## config.mk

```make
export PLATFORM = sky130hd
export DESIGN_NAME = rau_reduce
export DESIGN_NICKNAME = d
export VERILOG_FILES = /design/src/hdl/rau_pkg.sv /design/src/hdl/rau_reduce.sv
export VERILOG_INCLUDE_DIRS = /design/src /design/src/hdl
export SDC_FILE = /design/constraint.sdc
export NUM_CORES = 1
export LEC_CHECK = 0
export ABC_AREA = 0
export ABC_CLOCK_PERIOD_IN_PS = 35900
export BUFFER_PORTS_ARGS = -buffer_cell sky130_fd_sc_hd__buf_4
export CAP_MARGIN = 20
export CORE_MARGIN = 3
export CORE_UTILIZATION = 26
export DETAILED_ROUTE_END_ITERATION = 8
export MAX_ROUTING_LAYER = met4
export PLACE_DENSITY = 0.49
export SLEW_MARGIN = 20
export SYNTH_ARGS = -nofsm -noshare
export SYNTH_HDL_FRONTEND = slang
export SYNTH_SLANG_ARGS = --single-unit
export TNS_END_PERCENT = 10
```

## constraint.sdc

```tcl
create_clock -name clk -period 35.9 [get_ports clk]
set_clock_uncertainty 0.2 [all_clocks]
set_input_delay 1.795 -clock clk [delete_from_list [all_inputs] [get_ports clk]]
set_output_delay 1.795 -clock clk [all_outputs]
set_load 0.1 [all_outputs]
```

## src/hdl/rational_arithmetic_unit_assert.svh

```systemverilog
// Assertion macros shared by the rational arithmetic unit RTL.
`ifndef RATIONAL_ARITHMETIC_UNIT_ASSERT_SVH
`define RATIONAL_ARITHMETIC_UNIT_ASSERT_SVH

// Same-cycle implication, checked out of reset.
`define RAU_ASSERT_IMPLIES(label, clk, rst_n, ante, cons) \
	label: assert property (@(posedge clk) disable iff (!rst_n) (ante) |-> (cons)) \
		else $error("rational unit assertion failed");

// Next-cycle implication, checked out of reset.
`define RAU_ASSERT_NEXT(label, clk, rst_n, ante, cons) \
	label: assert property (@(posedge clk) disable iff (!rst_n) (ante) |=> (cons)) \
		else $error("rational unit assertion failed");

`endif

```

## src/hdl/rau_pkg.sv

```systemverilog
// Types, codes and constants of the rational arithmetic unit.
`default_nettype none
package rau_pkg;

	localparam int RAU_WIDTH = 32;
	localparam int RAU_EFF_W = (RAU_WIDTH < 32) ? RAU_WIDTH : 32;
	localparam logic [63:0] RAU_HALF = 64'd1 << (RAU_EFF_W - 1);

	typedef enum logic [2:0] {
		OP_ADD  = 3'd0,
		OP_SUB  = 3'd1,
		OP_MUL  = 3'd2,
		OP_DIV  = 3'd3,
		OP_NEG  = 3'd4,
		OP_CMP  = 3'd5,
		OP_NORM = 3'd6
	} op_t;

	localparam logic [1:0] ORD_LESS    = 2'd0;
	localparam logic [1:0] ORD_EQUAL   = 2'd1;
	localparam logic [1:0] ORD_GREATER = 2'd2;

	localparam logic [1:0] ST_OK   = 2'd0;
	localparam logic [1:0] ST_DIVZ = 2'd1;
	localparam logic [1:0] ST_OVF  = 2'd2;

	// Magnitude of a 32-bit two's complement value; the most negative value maps to 2^31.
	function automatic logic [31:0] abs32(input logic [31:0] x);
		abs32 = x[31] ? (~x + 32'd1) : x;
	endfunction

endpackage
`default_nettype wire

```

## src/hdl/rau_reduce.sv

```systemverilog
// Reduction of a fraction magnitude to lowest terms: binary GCD, then two restoring divisions.
`default_nettype none
module rau_reduce (
	input  wire logic        clk,
	input  wire logic        arst_n,
	input  wire logic        start,
	input  wire logic [63:0] mag_in,
	input  wire logic [63:0] den_in,
	output logic             done,
	output logic [63:0]      mag_out,
	output logic [63:0]      den_out
);
	import rau_pkg::*;
	`include "rational_arithmetic_unit_assert.svh"

	typedef enum logic [1:0] {R_IDLE, R_GCD, R_DIVM, R_DIVD} red_state_t;

	red_state_t  state_q;
	logic [63:0] u_q, v_q, g_q, n_q, rem_q, m_keep_q, d_keep_q, mag_q, den_q;
	logic [5:0]  k_q, cnt_q;
	logic        done_q;

	logic [64:0] rem_sh;
	logic        rem_ge;
	logic [63:0] rem_next, n_next;

	// One restoring division step: one quotient bit per cycle.
	always_comb begin
		rem_sh   = {rem_q, n_q[63]};
		rem_ge   = rem_sh >= {1'b0, g_q};
		rem_next = rem_ge ? 64'(rem_sh - {1'b0, g_q}) : rem_sh[63:0];
		n_next   = {n_q[62:0], rem_ge};
	end

	always_ff @(posedge clk or negedge arst_n) begin
		if (!arst_n) begin
			state_q <= R_IDLE;
			done_q  <= 1'b0;
			cnt_q   <= '0;
			k_q     <= '0;
		end else begin
			unique case (state_q)
				R_IDLE: begin
					// A zero magnitude is already in lowest terms as 0/1.
					done_q <= start && (mag_in == 64'd0);
					if (start) begin
						m_keep_q <= mag_in;
						d_keep_q <= den_in;
						u_q      <= mag_in;
						v_q      <= den_in;
						k_q      <= '0;
						if (mag_in == 64'd0) begin
							mag_q  <= 64'd0;
							den_q  <= 64'd1;
						end else begin
							state_q <= R_GCD;
						end
					end
				end
				R_GCD: begin
					if (u_q == v_q) begin
						g_q     <= u_q << k_q;
						n_q     <= m_keep_q;
						rem_q   <= '0;
						cnt_q   <= '0;
						state_q <= R_DIVM;
					end else if (!u_q[0] && !v_q[0]) begin
						u_q <= u_q >> 1;
						v_q <= v_q >> 1;
						k_q <= k_q + 6'd1;
					end else if (!u_q[0]) begin
						u_q <= u_q >> 1;
					end else if (!v_q[0]) begin
						v_q <= v_q >> 1;
					end else if (u_q > v_q) begin
						u_q <= u_q - v_q;
					end else begin
						v_q <= v_q - u_q;
					end
				end
				R_DIVM: begin
					cnt_q <= cnt_q + 6'd1;
					if (cnt_q == 6'd63) begin
						mag_q   <= n_next;
						n_q     <= d_keep_q;
						rem_q   <= '0;
						state_q <= R_DIVD;
					end else begin
						n_q   <= n_next;
						rem_q <= rem_next;
					end
				end
				R_DIVD: begin
					cnt_q  <= cnt_q + 6'd1;
					done_q <= (cnt_q == 6'd63);
					if (cnt_q == 6'd63) begin
						den_q   <= n_next;
						state_q <= R_IDLE;
					end else begin
						n_q   <= n_next;
						rem_q <= rem_next;
					end
				end
				default: begin
					done_q  <= 1'b0;
					state_q <= R_IDLE;
				end
			endcase
		end
	end

	assign done    = done_q;
	assign mag_out = mag_q;
	assign den_out = den_q;

	`RAU_ASSERT_IMPLIES(a_gcd_nonzero, clk, arst_n, state_q == R_GCD, u_q != 64'd0 && v_q != 64'd0)
	`RAU_ASSERT_IMPLIES(a_div_nonzero, clk, arst_n, state_q == R_DIVM || state_q == R_DIVD, g_q != 64'd0)
	`RAU_ASSERT_IMPLIES(a_done_idle, clk, arst_n, done_q, state_q == R_IDLE && den_q != 64'd0)

endmodule
`default_nettype wire
```

==> impl_metrics.ini <==
[run_status]
outcome = finished clean

[yosys]
synth_nets = 4437
syn_inst = 4105
yosysUniqueCellTypes = 85
synth_area_leaders = edfxtp_1 (43%), ha_1 (6.2%), a21oi_1 (5.7%)
synth_area_per_cell_sq_um = 9.70
ys_ff_latch = 591
netlist_area_sq_um = 39800
yosysWarningCount = 0
ys.flop_type = edfxtp_1
yosysTopAreaCell = edfxtp_1
ys_seq_area_share_pct = 44.4
synth_edf_count = 576
synth-async-reset-ratio_pct = 2.54
yosys.area.top_type_share_pct = 43.4

[sta]
fmax_ghz = 0.171
max_slew_margin_pct = 21.9
finalCriticalPeriod_ns = 5.86
final-setup-viol-count = 0
rsz0062_at_grt = no
finalCritPeriodShare_pct = 16.3
fin_tns_setup_ns = 0
final-hold-violation-count = 0
finalMaxSlewViolations = 0
tightest_slew_ns = 1.16

[layout]
fillers = 15947
layout-drive-gt1-share_pct = 13.2
area_growth_pct = 15.6
final_nets = 4542
final_cell_area_sq_um = 46000
antennaDiodeCount = 0

[floorplanning]
io_pins = 260
die_h_um = 397
die_x_um = 397
dieArea_sq_um = 158000
rows = 143
start_util_pct = 26.2
core_area_sq_um = 152000

[global_routing]
track_usage_pct = 20.1
grt_first_pass_wirelength_um = 229000
grt_max_degree = 129
grt_pass1_vias = 32171
use_met3_pct = 2.88
top_usage_layer = met2
antenna_found_initial = 11
use_met2_pct = 29.8
overflow = 0
grtUsageMet1_pct = 29.0

[place]
gp_congestion = 0.960
dp_hpwl_um = 122000
dpl_cell_area_sq_um = 43700
port_buffers = 259

[run]
maxCapViolCount = 0

[power_and_ir_drop]
peakVddDrop_v = 0.0000762
power-per-cell-area_nw_per_um2 = 94.1
power_leakage_nw = 17.5

[cts]
clk_latency_ns = 0.68
post_cts_resize_count = 0
cts_tree = done
postCtsHoldBufs = 0
cts-buffers-inserted = 74
htree_levels = 3
cts_root_buf = clkbuf_16
cts_sinks = 591
clk_pin_slew_ns = 0.06
clockBufferDepth = 3
cts_setup_buffers = 0

[critical_path]
regToRegSetupSlack_ns = 30.21
end_kind = flop
path_max_fanout = 43
arrival_ns = 5.96
crit_required_ns = 35.99
critical_path_class = input pin to flop
cp-start-kind = input pin

[routing]
wl_per_cell_um = 25.2
routed_wl_um = 159000
routed_via_density = 5.30
routed-via-count = 33377
drc_errors = 0
postRouteAntennaNets = 0
dr.pass1.iters = 6
drtIter0Drc = 3294

[hold_path]
min_path_type = flop to flop
## Yosys cell counts (12+ instances only)
cell type / n
mux2_2: 39
buf_1: 32
a211oi_1: 28
a21boi_0: 13
nor2_1: 393
o22ai_1: 39
buf_2: 67
a21oi_1: 452
inv_1: 258
nor2b_1: 12
nand3_1: 113
nand4_1: 69
o21ai_0: 288
o21a_1: 24
ha_1: 198
o31ai_1: 13
a221oi_1: 63
mux2i_1: 115
xnor2_1: 103
and3_1: 21
and2_1: 140
dfrtp_1: 15
a31oi_1: 54
clkbuf_1: 170
nor4_1: 27
edfxtp_1: 576
nand2_1: 225
xor2_1: 71
a21o_1: 117
o21bai_1: 53
mux4_2: 53
a22oi_1: 18
nor3_1: 46
or3_1: 16
o211ai_1: 20
nand2b_1: 18
o221ai_1: 16
## cells in the final DEF, fill, tap and decap left out, drive strengths merged, types with 39 or more instances in the layout
| master | instances |
|---|---|
| edfxtp | 576 |
| a21oi | 454 |
| nor2 | 393 |
| buf | 305 |
| o21ai | 301 |
| inv | 264 |
| nand2 | 225 |
| ha | 198 |
| and2 | 140 |
| a21o | 117 |
| mux2i | 115 |
| nand3 | 113 |
| xnor2 | 103 |
| clkbuf | 94 |
| xor2 | 71 |
| nand4 | 69 |
| a221oi | 63 |
| a31oi | 55 |
| o21bai | 54 |
| mux4 | 53 |
| nor3 | 47 |
| o22ai | 39 |
| mux2 | 39 |
## worst max-delay path: stages
cell	delay, ns
buf_4	0.12
nor4_1	0.97
nand4_1	0.29
nor4_1	1.02
nand2_1	0.16
nand2_1	0.11
nand2_1	0.13
nor2_4	0.60
buf_4	0.64
## state kept, by name, indices dropped and copies added (netlist names)
signal    flops
n_q          64
g_q          64
cnt_q         6
den_out      64
rem_q        64
v_q          64
d_keep_q     64
done          1
u_q          64
mag_out      64
m_keep_q     64
k_q           6
state_q       2
## routing by layer
| layer | vias up | wire (um) |
|---|---|---|
| li1 | 15395 | - |
| met5 | - | 0 |
| met3 | 149 | 11000 |
| met2 | 1187 | 69400 |
| met1 | 16646 | 75300 |
| met4 | 0 | 3110 |
## cell families (layout without fill, tap and decap cells)
| logic type | count (synthesis) | after routing | share of synthesized area, % |
|---|---|---|---|
| AO/OA/AOI/OAI | 1282 | 1282 | 19.8 |
| AND/OR/NAND/NOR | 1115 | 1115 | 13.3 |
| flip-flops | 591 | 591 | 44.4 |
| buffers and inverters | 535 | 700 | 5.32 |
| multiplexers | 207 | 207 | 6.99 |
| adder cells (fa/ha/maj) | 201 | 201 | 6.37 |
| XOR/XNOR | 174 | 174 | 3.83 |
## worst paths after layout
check / endpoint / cells after the start / start
worst max-delay path: mag_out[35] / 9 / mag_in[46]
worst min-delay path: cnt_q[1] / 2 / cnt_q[1]
worst max register to register: v_q[56] / 13 / u_q[0]
worst min register to register: cnt_q[1] / 2 / cnt_q[1]
max in group asynchronous: k_q[0] / 1 / arst_n
min in group asynchronous: cnt_q[0] / 1 / arst_n
## through the flow
stage                     worst slack, ns  util [%]  cells  power [mW]  hold WS, ns
after global routing                29.59      30.3   6300        4.58        0.344
after CTS                           30.04      30.3   6299        4.31        0.330
after detailed placement            29.33      28.7   6163        3.54        0.316
final                               30.04      30.3   6300        4.33        0.329
after floorplan                     24.08         -   4105        2.74        0.279
after global placement              29.28      28.7   6163        3.56        0.300
## report_power, final
part | internal (mW) | switching, mW | leakage [nW]
logic | 0.910 | 1.62 | 10.7
clock network | 0.430 | 0.313 | 1.15
registers | 0.911 | 0.149 | 5.64
## area by class of cell
cell class	instances	area, sq um	share of cell area (%)
multi-input cells	2979	20200	43.8
flip-flops and latches	591	17700	38.4
well taps	2030	2540	5.52
repair buffers	305	2320	5.04
clock buffers	94	1950	4.23
inverters	259	972	2.11
clock inverters	42	408	0.886
(Power assumes the default switching activity.)
